[src/hw/rtl/evip_pkg.sv]
`timescale 1ns / 1ps

package evip_pkg;

    localparam logic [15:0] TPID_CTAG  = 16'h8100;
    localparam logic [15:0] TPID_STAG  = 16'h88A8;
    localparam logic [15:0] ETYPE_IPV6 = 16'h86DD;
    localparam logic [15:0] ETYPE_IPV4 = 16'h0800;

    localparam logic [1:0] MAX_TAGS = 2'd2;
    localparam logic [11:0] VID_MASK = 12'h0fff;

    // byte positions relative to the start of each header
    localparam logic [5:0] ETH_TYPE_HI  = 6'd12;
    localparam logic [5:0] ETH_TYPE_LO  = 6'd13;
    localparam logic [5:0] TAG_VID_HI   = 6'd0;
    localparam logic [5:0] TAG_VID_LO   = 6'd1;
    localparam logic [5:0] TAG_TYPE_HI  = 6'd2;
    localparam logic [5:0] TAG_TYPE_LO  = 6'd3;
    localparam logic [5:0] IP4_VER_IHL  = 6'd0;
    localparam logic [5:0] IP4_PROTO    = 6'd9;
    localparam logic [5:0] IP4_BASE_LEN = 6'd20;
    localparam logic [3:0] IP4_MIN_IHL  = 4'd5;
    localparam logic [5:0] IP6_NXT_HDR  = 6'd6;
    localparam logic [5:0] IP6_LAST     = 6'd39;
    localparam logic [5:0] ICMP_SEQ_HI  = 6'd6;
    localparam logic [5:0] ICMP_SEQ_LO  = 6'd7;

    localparam int QDEPTH = 2;
    localparam int QPTR_W = $clog2(QDEPTH);
    localparam int QCNT_W = $clog2(QDEPTH + 1);

    localparam int M_DATA_W = 72;

    typedef enum logic [2:0] {
        PH_ETH,
        PH_TAG,
        PH_IP4,
        PH_IP6,
        PH_ICMP,
        PH_IDLE
    } phase_t;

    typedef enum logic [1:0] {
        L3_OTHER = 2'd0,
        L3_IPV4  = 2'd1,
        L3_IPV6  = 2'd2
    } l3_kind_t;

    // raw parse state of one frame, handed from front to back
    typedef struct packed {
        logic        eth_done;
        logic [15:0] proto;
        logic [1:0]  tags;
        logic [11:0] vid0;
        logic [11:0] vid1;
        logic        l3_ok;
        logic [7:0]  next_proto;
        logic        seq_ok;
        logic [15:0] seq;
    } parse_rec_t;

endpackage

[src/hw/rtl/evip_front.sv]
`timescale 1ns / 1ps

module evip_front import evip_pkg::*; (
    input  logic       aclk,
    input  logic       aresetn,
    input  logic       byte_valid,
    output logic       byte_ready,
    input  logic [7:0] byte_data,
    input  logic       byte_last,
    input  logic       q_full,
    output logic       rec_push,
    output parse_rec_t rec
);

    phase_t      phase_reg, phase_next, phase_step, link_phase;
    logic [5:0]  rel_reg, rel_next;
    logic [15:0] proto_reg, proto_next, proto_new;
    logic [1:0]  tags_reg, tags_next, tags_new;
    logic [11:0] vid0_reg, vid0_next, vid1_reg, vid1_next;
    logic [5:0]  ihl_reg, ihl_next;
    logic [7:0]  nxt_reg, nxt_next;
    logic [15:0] seq_reg, seq_next;
    logic        eth_reg, eth_next, l3_reg, l3_next, seqok_reg, seqok_next;
    logic        accept, ip4_end;

    assign byte_ready = !q_full;
    assign accept     = byte_valid && byte_ready;
    assign ip4_end    = (rel_reg + 6'd1) == ihl_reg;

    // header that follows the ethernet header or a completed tag
    always_comb begin
        proto_new = (phase_reg == PH_TAG) ? {nxt_reg, byte_data} : {proto_reg[15:8], byte_data};
        tags_new  = (phase_reg == PH_TAG) ? tags_reg + 2'd1 : tags_reg;
        priority if (((proto_new == TPID_CTAG) || (proto_new == TPID_STAG))
                     && (tags_new < MAX_TAGS)) begin
            link_phase = PH_TAG;
        end else if (proto_new == ETYPE_IPV4) begin
            link_phase = PH_IP4;
        end else if (proto_new == ETYPE_IPV6) begin
            link_phase = PH_IP6;
        end else begin
            link_phase = PH_IDLE;
        end
    end

    // next state
    always_comb begin
        phase_step = phase_reg;
        unique case (phase_reg)
            PH_ETH: begin
                if (rel_reg == ETH_TYPE_LO) phase_step = link_phase;
            end
            PH_TAG: begin
                if (rel_reg == TAG_TYPE_LO) phase_step = link_phase;
            end
            PH_IP4: begin
                priority if ((rel_reg == IP4_VER_IHL) && (byte_data[3:0] < IP4_MIN_IHL)) begin
                    phase_step = PH_IDLE;
                end else if (ip4_end) begin
                    phase_step = PH_ICMP;
                end else begin
                    phase_step = phase_reg;
                end
            end
            PH_IP6: begin
                if (rel_reg == IP6_LAST) phase_step = PH_ICMP;
            end
            PH_ICMP: begin
                if (rel_reg == ICMP_SEQ_LO) phase_step = PH_IDLE;
            end
            PH_IDLE: begin
                phase_step = phase_reg;
            end
            default: begin
                phase_step = phase_reg;
            end
        endcase
        phase_next = byte_last ? PH_ETH : phase_step;
    end

    // field capture
    always_comb begin
        proto_next = proto_reg;
        tags_next  = tags_reg;
        vid0_next  = vid0_reg;
        vid1_next  = vid1_reg;
        ihl_next   = ihl_reg;
        nxt_next   = nxt_reg;
        seq_next   = seq_reg;
        eth_next   = eth_reg;
        l3_next    = l3_reg;
        seqok_next = seqok_reg;
        rel_next   = rel_reg;
        // a tag followed by another tag restarts the position too
        if ((phase_step != phase_reg)
            || ((phase_reg == PH_TAG) && (rel_reg == TAG_TYPE_LO))) begin
            rel_next = '0;
        end else if (phase_reg != PH_IDLE) begin
            rel_next = rel_reg + 6'd1;
        end
        unique case (phase_reg)
            PH_ETH: begin
                if (rel_reg == ETH_TYPE_HI) proto_next[15:8] = byte_data;
                if (rel_reg == ETH_TYPE_LO) begin
                    proto_next = proto_new;
                    eth_next   = 1'b1;
                    if (link_phase == PH_IP4) ihl_next = IP4_BASE_LEN;
                end
            end
            PH_TAG: begin
                if (rel_reg == TAG_VID_HI) begin
                    if (tags_reg == 2'd0) vid0_next = {byte_data[3:0], 8'h00} & VID_MASK;
                    else vid1_next = {byte_data[3:0], 8'h00} & VID_MASK;
                end
                if (rel_reg == TAG_VID_LO) begin
                    if (tags_reg == 2'd0) vid0_next[7:0] = byte_data;
                    else vid1_next[7:0] = byte_data;
                end
                if (rel_reg == TAG_TYPE_HI) nxt_next = byte_data;
                if (rel_reg == TAG_TYPE_LO) begin
                    proto_next = proto_new;
                    nxt_next   = '0;
                    tags_next  = tags_new;
                    if (link_phase == PH_IP4) ihl_next = IP4_BASE_LEN;
                end
            end
            PH_IP4: begin
                if (rel_reg == IP4_VER_IHL) ihl_next = {byte_data[3:0], 2'b00};
                if (rel_reg == IP4_PROTO) nxt_next = byte_data;
                if (phase_step == PH_ICMP) l3_next = 1'b1;
            end
            PH_IP6: begin
                if (rel_reg == IP6_NXT_HDR) nxt_next = byte_data;
                if (phase_step == PH_ICMP) l3_next = 1'b1;
            end
            PH_ICMP: begin
                if (rel_reg == ICMP_SEQ_HI) seq_next[15:8] = byte_data;
                if (rel_reg == ICMP_SEQ_LO) begin
                    seq_next[7:0] = byte_data;
                    seqok_next    = 1'b1;
                end
            end
            PH_IDLE: begin
                rel_next = rel_reg;
            end
            default: begin
                rel_next = rel_reg;
            end
        endcase
    end

    assign rec_push = accept && byte_last;

    always_comb begin
        rec.eth_done   = eth_next;
        rec.proto      = proto_next;
        rec.tags       = tags_next;
        rec.vid0       = vid0_next;
        rec.vid1       = vid1_next;
        rec.l3_ok      = l3_next;
        rec.next_proto = nxt_next;
        rec.seq_ok     = seqok_next;
        rec.seq        = seq_next;
    end

    always_ff @(posedge aclk) begin
        if (!aresetn || rec_push) begin
            phase_reg <= PH_ETH;
            rel_reg   <= '0;
            proto_reg <= '0;
            tags_reg  <= '0;
            vid0_reg  <= '0;
            vid1_reg  <= '0;
            ihl_reg   <= '0;
            nxt_reg   <= '0;
            seq_reg   <= '0;
            eth_reg   <= 1'b0;
            l3_reg    <= 1'b0;
            seqok_reg <= 1'b0;
        end else if (accept) begin
            phase_reg <= phase_next;
            rel_reg   <= rel_next;
            proto_reg <= proto_next;
            tags_reg  <= tags_next;
            vid0_reg  <= vid0_next;
            vid1_reg  <= vid1_next;
            ihl_reg   <= ihl_next;
            nxt_reg   <= nxt_next;
            seq_reg   <= seq_next;
            eth_reg   <= eth_next;
            l3_reg    <= l3_next;
            seqok_reg <= seqok_next;
        end
    end

endmodule

[src/hw/rtl/evip_queue.sv]
`timescale 1ns / 1ps

module evip_queue import evip_pkg::*; (
    input  logic       aclk,
    input  logic       aresetn,
    input  logic       push,
    input  parse_rec_t push_rec,
    input  logic       pop,
    output parse_rec_t pop_rec,
    output logic       not_empty,
    output logic       full
);

    parse_rec_t          ent_reg [QDEPTH];
    logic [QPTR_W-1:0]   wr_ptr_reg, rd_ptr_reg;
    logic [QCNT_W-1:0]   count_reg, count_next;

    assign not_empty = count_reg != '0;
    assign full      = count_reg == QCNT_W'(QDEPTH);
    assign pop_rec   = ent_reg[rd_ptr_reg];

    always_comb begin
        count_next = count_reg;
        if (push && !pop) count_next = count_reg + QCNT_W'(1);
        if (pop && !push) count_next = count_reg - QCNT_W'(1);
    end

    always_ff @(posedge aclk) begin
        if (push) ent_reg[wr_ptr_reg] <= push_rec;
    end

    always_ff @(posedge aclk) begin
        if (!aresetn) begin
            wr_ptr_reg <= '0;
            rd_ptr_reg <= '0;
            count_reg  <= '0;
        end else begin
            if (push) wr_ptr_reg <= wr_ptr_reg + 1'b1;
            if (pop) rd_ptr_reg <= rd_ptr_reg + 1'b1;
            count_reg <= count_next;
        end
    end

    a_no_overflow: assert property (@(posedge aclk) disable iff (!aresetn)
        push |-> !full) else $error("request queue overflow");

    a_no_underflow: assert property (@(posedge aclk) disable iff (!aresetn)
        pop |-> not_empty) else $error("request queue underflow");

    a_count_range: assert property (@(posedge aclk) disable iff (!aresetn)
        count_reg <= QCNT_W'(QDEPTH)) else $error("request queue count out of range");

    a_count_track: assert property (@(posedge aclk) disable iff (!aresetn)
        (push && !pop) |=> (count_reg == $past(count_reg) + QCNT_W'(1)))
        else $error("request queue count lost a push");

endmodule

[src/hw/rtl/evip_back.sv]
`timescale 1ns / 1ps

module evip_back import evip_pkg::*; (
    input  logic                aclk,
    input  logic                aresetn,
    input  logic                q_not_empty,
    input  parse_rec_t          q_rec,
    output logic                q_pop,
    output logic                m_axis_tvalid,
    input  logic                m_axis_tready,
    output logic [M_DATA_W-1:0] m_axis_tdata
);

    logic                m_valid_reg;
    logic [M_DATA_W-1:0] m_data_reg, m_data_next;
    l3_kind_t            kind;
    logic                pass;
    logic [15:0]         ethertype;
    logic [11:0]         outer_vid, inner_vid;
    logic [7:0]          l4_proto;
    logic [15:0]         seq;

    assign q_pop = q_not_empty && (!m_valid_reg || m_axis_tready);

    always_comb begin
        priority if (q_rec.eth_done && (q_rec.proto == ETYPE_IPV4)) begin
            kind = L3_IPV4;
        end else if (q_rec.eth_done && (q_rec.proto == ETYPE_IPV6)) begin
            kind = L3_IPV6;
        end else begin
            kind = L3_OTHER;
        end
        pass      = (kind != L3_OTHER) && (!q_rec.l3_ok || !q_rec.seq_ok || q_rec.seq[0]);
        ethertype = q_rec.eth_done ? q_rec.proto : 16'hFFFF;
        outer_vid = (q_rec.tags > 2'd0) ? q_rec.vid0 : 12'd0;
        inner_vid = (q_rec.tags > 2'd1) ? q_rec.vid1 : 12'd0;
        l4_proto  = q_rec.l3_ok ? q_rec.next_proto : 8'd0;
        seq       = q_rec.seq_ok ? q_rec.seq : 16'd0;
        m_data_next = {1'b0, seq, q_rec.seq_ok, l4_proto, q_rec.l3_ok, kind,
                       inner_vid, outer_vid, q_rec.tags, ethertype, pass};
    end

    always_ff @(posedge aclk) begin
        if (!aresetn) begin
            m_valid_reg <= 1'b0;
        end else if (q_pop) begin
            m_valid_reg <= 1'b1;
        end else if (m_axis_tready) begin
            m_valid_reg <= 1'b0;
        end
    end

    always_ff @(posedge aclk) begin
        if (q_pop) m_data_reg <= m_data_next;
    end

    assign m_axis_tvalid = m_valid_reg;
    assign m_axis_tdata  = m_data_reg;

endmodule

[src/hw/rtl/eth_vlan_ip_icmp_header_parser_top.sv]
`timescale 1ns / 1ps

// ethernet / vlan / ipv4 / ipv6 / icmp header parser with pass-or-drop verdict
// s_axis: one frame byte per request, wire order, s_axis_tlast on the final byte
// m_axis: one verdict request per frame, sent after the final byte
// the front parser keeps a byte-relative position per header and takes one
// byte every cycle while the queue is not full; on the final byte it pushes
// the raw parse state into a two-entry queue and clears itself for the next
// frame in the same cycle; the back end turns a queued entry into the verdict
// in an output register; m_axis_tvalid rises once the entry has left the queue
// throughput: one byte per cycle while s_axis_tready is high, back to back
// across frame boundaries; s_axis_tready only falls when two parse records
// are queued behind a held output, i.e. when the receiver stalls; bytes then wait
// reset (aresetn low, synchronous) empties queue and output and puts the
// parser at the start of a frame
module eth_vlan_ip_icmp_header_parser_top import evip_pkg::*; (
    input  logic                aclk,
    input  logic                aresetn,
    input  logic                s_axis_tvalid,
    output logic                s_axis_tready,
    input  logic [7:0]          s_axis_tdata,  // data_byte
    input  logic                s_axis_tlast,
    output logic                m_axis_tvalid,
    input  logic                m_axis_tready,
    // pass_frame, inner_ethertype, tag_count, outer_vlan_id, inner_vlan_id,
    // l3_kind, l3_ok, l4_protocol, seq_ok, icmp_seq, zero pad
    output logic [M_DATA_W-1:0] m_axis_tdata
);

    parse_rec_t push_rec, pop_rec;
    logic       push, pop, q_not_empty, q_full;

    evip_front u_front (
        .aclk       (aclk),
        .aresetn    (aresetn),
        .byte_valid (s_axis_tvalid),
        .byte_ready (s_axis_tready),
        .byte_data  (s_axis_tdata),
        .byte_last  (s_axis_tlast),
        .q_full     (q_full),
        .rec_push   (push),
        .rec        (push_rec)
    );

    evip_queue u_queue (
        .aclk      (aclk),
        .aresetn   (aresetn),
        .push      (push),
        .push_rec  (push_rec),
        .pop       (pop),
        .pop_rec   (pop_rec),
        .not_empty (q_not_empty),
        .full      (q_full)
    );

    evip_back u_back (
        .aclk          (aclk),
        .aresetn       (aresetn),
        .q_not_empty   (q_not_empty),
        .q_rec         (pop_rec),
        .q_pop         (pop),
        .m_axis_tvalid (m_axis_tvalid),
        .m_axis_tready (m_axis_tready),
        .m_axis_tdata  (m_axis_tdata)
    );

endmodule
[config.mk]
export PLATFORM = sky130hd
export DESIGN_NAME = eth_vlan_ip_icmp_header_parser_top
export DESIGN_NICKNAME = d
export VERILOG_FILES = /design/src/hw/rtl/evip_pkg.sv /design/src/hw/rtl/evip_front.sv /design/src/hw/rtl/evip_queue.sv /design/src/hw/rtl/evip_back.sv /design/src/hw/rtl/eth_vlan_ip_icmp_header_parser_top.sv
export SDC_FILE = /design/constraint.sdc
export NUM_CORES = 1
export LEC_CHECK = 0
export ABC_AREA = 1
export BUFFER_PORTS_ARGS = -buffer_cell sky130_fd_sc_hd__buf_4
export CELL_PAD_IN_SITES_DETAIL_PLACEMENT = 0
export CELL_PAD_IN_SITES_GLOBAL_PLACEMENT = 1
export CORE_ASPECT_RATIO = 1.25
export CORE_MARGIN = 1
export CORE_UTILIZATION = 47
export DETAILED_ROUTE_END_ITERATION = 8
export GPL_TIMING_DRIVEN = 0
export PLACE_DENSITY = 0.77
export SETUP_SLACK_MARGIN = 0.15
export SYNTH_ARGS = -nofsm -noshare
export SYNTH_HDL_FRONTEND = slang
export SYNTH_SLANG_ARGS = --single-unit
[constraint.sdc]
create_clock -name aclk -period 6.8 [get_ports aclk]
set_clock_uncertainty 0.15 [all_clocks]
set_input_delay 1.02 -clock aclk [delete_from_list [all_inputs] [get_ports aclk]]
set_output_delay 1.02 -clock aclk [all_outputs]
set_load 0.1 [all_outputs]
Word level (Yosys, flattened, before mapping)
Memory sizes are Yosys's and may differ from the RTL's. A register that Yosys moved wholly into a read port is not among the register bits.
Cells that the tools add are included.
- add/sub/neg operators: 6
- $lt $le $gt $ge: 4
- equal/unequal tests: 28
- muxes and demuxes: 60
- reductions and logical operators: 37
- operators with widths (kind ; number):
    two-way mux 8 bit ; 11
    two-way mux 12 bit ; 6
    equality test 16 bit, second input constant ; 4
    two-way mux 16 bit ; 4
    two-way mux 6 bit ; 6
    equality test 16 x 12 -> 1 bit, second input constant ; 2
    one-hot mux 16 bit (2 select lines) ; 1
    two-way mux 3 bit ; 10
    one-hot mux 8 bit (3 select lines) ; 1
    equality test 6 x 4 -> 1 bit, second input constant ; 3
    one-hot mux 6 bit (3 select lines) ; 1
    one-hot mux 3 bit (5 select lines) ; 1
    two-way mux 2 bit ; 7
    equality test 6 x 2 -> 1 bit, second input constant ; 2
    equality test 6 x 3 -> 1 bit, second input constant ; 2
    two-way mux 1 bit ; 12
    logical AND 1 bit ; 11
    nonzero test 2 bit ; 5
    equality test 3 x 2 -> 1 bit, second input constant ; 3
    logical NOT 1 bit ; 7
    adder 6 x 1 -> 6 bit, second input constant ; 1
    equality test 3 bit, second input constant ; 2
    equality test 6 x 1 -> 1 bit, second input constant ; 1
    equality test 6 bit ; 1
    21 further kinds ; 31
- register bits after elaboration: 160
- RAM bits: 138
- input bits: 13
- output and inout port bits: 74
- logic and storage cells: 158
- memories kept: 1
- memories (memory ; words ; width ; read ports ; clocked after Yosys merged registers in ; write ports ; line ; RTL):
    u_queue.ent_reg ; 2 ; 69 ; 1 ; 1 ; 1 ; evip_queue.sv:14 ; parse_rec_t ent_reg [QDEPTH];

Longest topological paths before layout
- word-level depth: 12
- depth in mapped cells: 16
- mapped depth without buffers: 15

Cells and area by module
From an unflattened synthesis, not the netlist that was laid out.
- cell total of the unflattened synthesis: 1312
- area, all modules: 13170.1 µm²
- by module, submodules not included (module ; times used ; cells each ; area an instance (µm²) ; seq. area each (µm²)):
    evip_queue ; 1 ; 250 ; 5247.5 ; 4244.1
    evip_front ; 1 ; 818 ; 5071.1 ; 1641.6
    evip_back ; 1 ; 244 ; 2851.5 ; 2152.1

Worst setup path after synthesis
No wires, ideal clock.
- path kind: input -> register
- start point: in m_axis_tready
- end point: reg u_queue.count_reg[1]
- setup time: 0.070 ns
- arrival time: 5.246 ns
- data required time: 6.580 ns
- setup slack: 1.334 ns
- stages: 8
- buffers on the path: 0
- cells stage by stage: nor2_1 nor2_1 ha_1 inv_1 nand2_1 nor2_1 o21ai_0 a21oi_1
- cells in the longest elaborated chain, start to end: 5
- elaborated cells between the ends (all ways): 7
- classes of those cells: mux (1); reduce/logical (6)
- ends and longest elaborated chain (element ; line ; RTL):
    start, declared ; eth_vlan_ip_icmp_header_parser_top.sv:24 ; input logic m_axis_tready,
    logical OR 1 bit (*) ; evip_back.sv:23 ; assign q_pop = q_not_empty && (!m_valid_reg || m_axis_tready);
    logical AND 1 bit (*) ; evip_back.sv:23 ;
    named net pop ; eth_vlan_ip_icmp_header_parser_top.sv:31 ; logic push, pop, q_not_empty, q_full;
    logical NOT 1 bit ; evip_queue.sv:24 ; if (push && !pop) count_next = count_reg + QCNT_W'(1);
    logical AND 1 bit ; evip_queue.sv:24 ;
    nonzero test 2 bit (no line) ; n/a ;
    end signal, assigned ; evip_queue.sv:40 ; count_reg <= count_next;
    end, declared ; evip_queue.sv:16 ; logic [QCNT_W-1:0] count_reg, count_next;
Mark *: on every way through the listed nets, which the timed path passes. The rest lies on a longest branch.
A chain may end at the register's enable or synchronous reset.

Final worst setup path
- start point: in s_axis_tvalid
- end point: mem u_queue.ent_reg[1][41] (netlist name), enable pin
- cells in the longest elaborated chain, start to end: 4
- ends and longest elaborated chain (element ; line ; RTL):
    start, declared ; eth_vlan_ip_icmp_header_parser_top.sv:19 ; input logic s_axis_tvalid,
    logical AND 1 bit ; evip_front.sv:27 ; assign accept = byte_valid && byte_ready;
    logical AND 1 bit ; evip_front.sv:152 ; assign rec_push = accept && byte_last;
    two-way mux 1 bit ; evip_queue.sv:29 ; if (push) ent_reg[wr_ptr_reg] <= push_rec;
    two-way mux 1 bit (implied by the code) ; evip_queue.sv:29 ;
    end, declared ; evip_queue.sv:14 ;
No other way between the ends.

==> impl_metrics.csv <==
group,metric,value,unit
sta,max_freq,333,MHz
synth,netlist_instances,1356,
synth,synth_nets,1375,
synth,postSynth.asyncResetShare,0,%
finish,antenna_cells,0,
clock_tree,ctsHoldBuffers,0,
worst_hold_path,worstHoldPathType,"register to register",
worst_setup_path,crit_path_start_kind,"input port",
power_and_ir_drop,power.net_switching,2.78,mW
power_and_ir_drop,ir_worst_vdd,0.225,mV
finish,largest_register_ffs,138,
sta,post-route-worst-setup-slack,3790,ps
global_routing,grt_antenna_before_repair,0,
power_and_ir_drop,share_clk_of_total_power,23.9,%
floorplanning,placementRows,67,
floorplanning,io_pins,87,
power_and_ir_drop,sequential_power_share,37.4,%
global_routing,grt_start_max_net_pins,39,
worst_setup_path,r2r_slack,3800,ps
run,maxCapViolations,0,
worst_hold_path,min_path_cells,1,
worst_setup_path,crit-reg2reg-capture,"u_queue.ent_reg[1][41]$_DFFE_PP_",
sta,timing.hold.ws,315,ps
synth,yosys_warnings,0,
routing,drc,0,
worst_setup_path,timing.critical_path.slowest_stage_cell,"sky130_fd_sc_hd__nor2_4",
worst_setup_path,critical_path_arrival,3100,ps
sta,hold_viol,0,
placement,place_ws,3220,ps
placement,gp_congestion,0.907,
clock_tree,htree_num_levels,1,
synth,synth_sequential_area_ratio,61.9,%
routing,drt_pass1_iterations,5,
floorplanning,die-area,0.0283,mm2
synth,synthFlopType,"sky130_fd_sc_hd__edfxtp_1",
worst_setup_path,worst-r2r-cell-count,8,
finish,final_cell_area,0.0151,mm2
floorplanning,die_x,151,um
synth,post_synthesis_register_bit_count,297,
clock_tree,cts_resized,0,
worst_setup_path,crit_path_end_kind,"register",
synth,number_of_enable_flip_flop_cells_after_synthesis,209,
power_and_ir_drop,p_int,3.77,mW
worst_hold_path,hold_path.startpoint,"u_queue.rd_ptr_reg$_SDFFE_PN0P_",
power_and_ir_drop,power.leakage,6.64,nW
finish,fin_nets,1496,
finish,utilization_of_the_core_after_routing,56.1,%
worst_setup_path,crit_path_cell_trace,"buf_4, nand2_1, inv_2, nand2_1, nor2_4, buf_12, buf_16",
sta,setup_violations,0,
finish,drive_gt1_share,14.0,%
placement,place_inst,1791,
sta,relSlewSlack,52.4,%
clock_tree,tritoncts_num_sinks,297,
worst_setup_path,criticalPathCategory,"input port to register",
sta,final.min_clock_period,3010,ps
sta,worst_pin_slew,713,ps
floorplanning,core-area,0.0270,mm2
clock_tree,post-cts-setup-buffers,0,
sta,maxSlewViolCount,0,
clock_tree,cts_root_buffer,"sky130_fd_sc_hd__clkbuf_16",
synth,synth_cell_type_count,48,
power_and_ir_drop,power.switching_fraction,42.5,%
placement,detailed_place.area,0.0142,mm2
worst_setup_path,critPathMaxFanout,30,
routing,vias,9583,
finish,area_growth,16.5,%
clock_tree,clkLatencyLatePin,550,ps
worst_setup_path,timing.critical_path.mode_cell,"sky130_fd_sc_hd__nand2_1",
synth,mappedNetlistArea,0.0130,mm2
routing,routed_wl,31700,um
clock_tree,cts_buffers,29,
power_and_ir_drop,power.combinational.fraction,38.7,%
sta,post-route-period-util,44.2,%
routing,wl_per_cell,17.2,um
worst_setup_path,cpPeakStageDelay,580,ps
power_and_ir_drop,cellPowerDensity,433,mW/mm2
status,run_status,"finished clean",
placement,post-dp-hpwl,22800,um
global_routing,grt_util_all_layers,22.8,%
clock_tree,cts_tree,"done",
placement,port_buffers,84,
clock_tree,cts_buffer_depth,3,
global_routing,first_pass_grt_wire_length,49000,um
sta,rsz0062_at_grt,"false",
clock_tree,clk_transition_reported_paths,60,ps
global_routing,first_global_vias,8942,
floorplanning,die_height,188,um
worst_setup_path,critPathRequiredTime,6890,ps
routing,drt-vias-per-instance,5.20,
floorplanning,initial_cell_density_of_the_core,48.1,%
sta,final.setup.tns,0,ps
finish,fill_cells,2457,
finish,final_cells,1842,
worst_setup_path,worst_r2r_startpoint,"u_queue.count_reg[0]$_SDFFE_PN0P_",
routing,dr.first_iter.drc_count,668,
global_routing,global_route_overflow,0,
power_and_ir_drop,fin_total_pwr,6.55,mW
synth,per_instance_average_area_after_synthesis,9.58,um2
routing,final_antenna_violating_net_count,0,
[cells by family (layout without fill, tap and decap cells)]
kind of cell	Yosys count	after routing	share of synthesized area, %
AND/OR/NAND/NOR	502	502	16.7
XOR/XNOR	1	1	0.0674
buffers and inverters	265	406	8.01
AO/OA/AOI/OAI	274	274	12.0
adder cells (fa/ha/maj)	6	6	0.578
other	1	1	0.0289
multiplexers	10	10	0.770
flip-flops	297	297	61.9
[final cells by class]
| cell class | count | area, um2 | area share, % |
|---|---|---|---|
| sequential | 297 | 8040 | 53.1 |
| multi-input combinational | 794 | 3940 | 26.0 |
| inverter | 211 | 792 | 5.23 |
| clock buffer | 36 | 772 | 5.10 |
| timing repair buffer | 90 | 766 | 5.06 |
| tap | 345 | 432 | 2.85 |
| buffer | 54 | 249 | 1.65 |
| clock inverter | 15 | 148 | 0.976 |
[power groups by stage]
stage	combinational [mW]	clock [mW]	sequential (mW)
finish	2.53	1.57	2.45
global route	2.70	1.66	2.48
CTS	2.55	1.60	2.45
detailed placement	2.55	0	2.49
global placement	2.47	0	2.53
floorplan	0.714	0	3.75
[cells in the mapped netlist, types with 5 or more instances]
master | instances | share of area, %
sky130_fd_sc_hd__a211oi_1 | 8 | 0.46
sky130_fd_sc_hd__a21oi_1 | 88 | 3.4
sky130_fd_sc_hd__a32oi_1 | 7 | 0.47
sky130_fd_sc_hd__buf_1 | 7 | 0.20
sky130_fd_sc_hd__buf_2 | 13 | 0.50
sky130_fd_sc_hd__clkbuf_1 | 29 | 0.84
sky130_fd_sc_hd__dfxtp_1 | 88 | 14
sky130_fd_sc_hd__edfxtp_1 | 209 | 48
sky130_fd_sc_hd__ha_1 | 6 | 0.58
sky130_fd_sc_hd__inv_1 | 195 | 5.6
sky130_fd_sc_hd__inv_2 | 13 | 0.38
sky130_fd_sc_hd__mux2i_1 | 10 | 0.77
sky130_fd_sc_hd__nand2_1 | 316 | 9.1
sky130_fd_sc_hd__nand2_2 | 7 | 0.34
sky130_fd_sc_hd__nand2_4 | 5 | 0.43
sky130_fd_sc_hd__nand3_1 | 46 | 1.8
sky130_fd_sc_hd__nand4_1 | 6 | 0.29
sky130_fd_sc_hd__nor2_1 | 84 | 2.4
sky130_fd_sc_hd__nor2_4 | 5 | 0.43
sky130_fd_sc_hd__nor3_1 | 5 | 0.19
sky130_fd_sc_hd__o211ai_1 | 5 | 0.29
sky130_fd_sc_hd__o21ai_0 | 104 | 4.0
sky130_fd_sc_hd__o21ai_1 | 19 | 0.73
sky130_fd_sc_hd__o221ai_1 | 11 | 0.74
sky130_fd_sc_hd__o22ai_1 | 20 | 0.96
sky130_fd_sc_hd__or2_2 | 10 | 0.48
[placed cells by master (no fill, tap or decap), types with 3 or more instances in the layout]
master / n
sky130_fd_sc_hd__o21ai_0: 104
sky130_fd_sc_hd__buf_6: 3
sky130_fd_sc_hd__clkbuf_16: 29
sky130_fd_sc_hd__buf_12: 4
sky130_fd_sc_hd__nor4_1: 4
sky130_fd_sc_hd__buf_4: 86
sky130_fd_sc_hd__clkinv_1: 8
sky130_fd_sc_hd__o221ai_1: 11
sky130_fd_sc_hd__clkbuf_1: 34
sky130_fd_sc_hd__buf_2: 13
sky130_fd_sc_hd__or2_2: 10
sky130_fd_sc_hd__nor2_4: 8
sky130_fd_sc_hd__bufinv_16: 3
sky130_fd_sc_hd__dfxtp_1: 88
sky130_fd_sc_hd__edfxtp_1: 209
sky130_fd_sc_hd__a211oi_1: 8
sky130_fd_sc_hd__a32oi_1: 7
sky130_fd_sc_hd__inv_1: 195
sky130_fd_sc_hd__nand4_1: 6
sky130_fd_sc_hd__o211ai_1: 5
sky130_fd_sc_hd__nand3b_1: 3
sky130_fd_sc_hd__nand2_4: 5
sky130_fd_sc_hd__o22ai_1: 20
sky130_fd_sc_hd__ha_1: 6
sky130_fd_sc_hd__nor3_1: 5
sky130_fd_sc_hd__nor2_1: 81
sky130_fd_sc_hd__o21ai_2: 4
sky130_fd_sc_hd__nand3_1: 46
sky130_fd_sc_hd__o21ai_1: 19
sky130_fd_sc_hd__mux2i_1: 10
sky130_fd_sc_hd__nand2_2: 7
sky130_fd_sc_hd__a21oi_1: 88
sky130_fd_sc_hd__clkinv_2: 6
sky130_fd_sc_hd__nor2_2: 4
sky130_fd_sc_hd__nand2_1: 316
sky130_fd_sc_hd__buf_1: 7
sky130_fd_sc_hd__inv_2: 13
[per-layer routing]
layer	vias to the layer above	wire, um	GRT usage, %
met1	4498	13700	30.4
li1	4758	-	-
met4	0	958	7.85
met2	270	15200	38.0
met3	57	1800	2.94
met5	-	0	0
[worst max-delay path, delay by kind of cell]
family / cells / cell delay (ps)
buf+inv: 4 / 870
simple gates: 3 / 1150
[worst max path at each step]
stage	start	depth (start not counted)	to
final	s_axis_tvalid	7	u_queue.ent_reg[1][41]$_DFFE_PP_
after global routing	u_queue.count_reg[0]$_SDFFE_PN0P_	8	u_queue.ent_reg[1][47]$_DFFE_PP_
after CTS	u_queue.count_reg[0]$_SDFFE_PN0P_	8	u_queue.ent_reg[1][47]$_DFFE_PP_
after detailed placement	s_axis_tvalid	7	u_queue.ent_reg[1][41]$_DFFE_PP_
after global placement	s_axis_tvalid	5	u_queue.ent_reg[1][41]$_DFFE_PP_
after floorplan	m_axis_tready	8	u_queue.count_reg[1]$_SDFFE_PN0P_
Note: power is estimated with default switching activity, not from simulation.
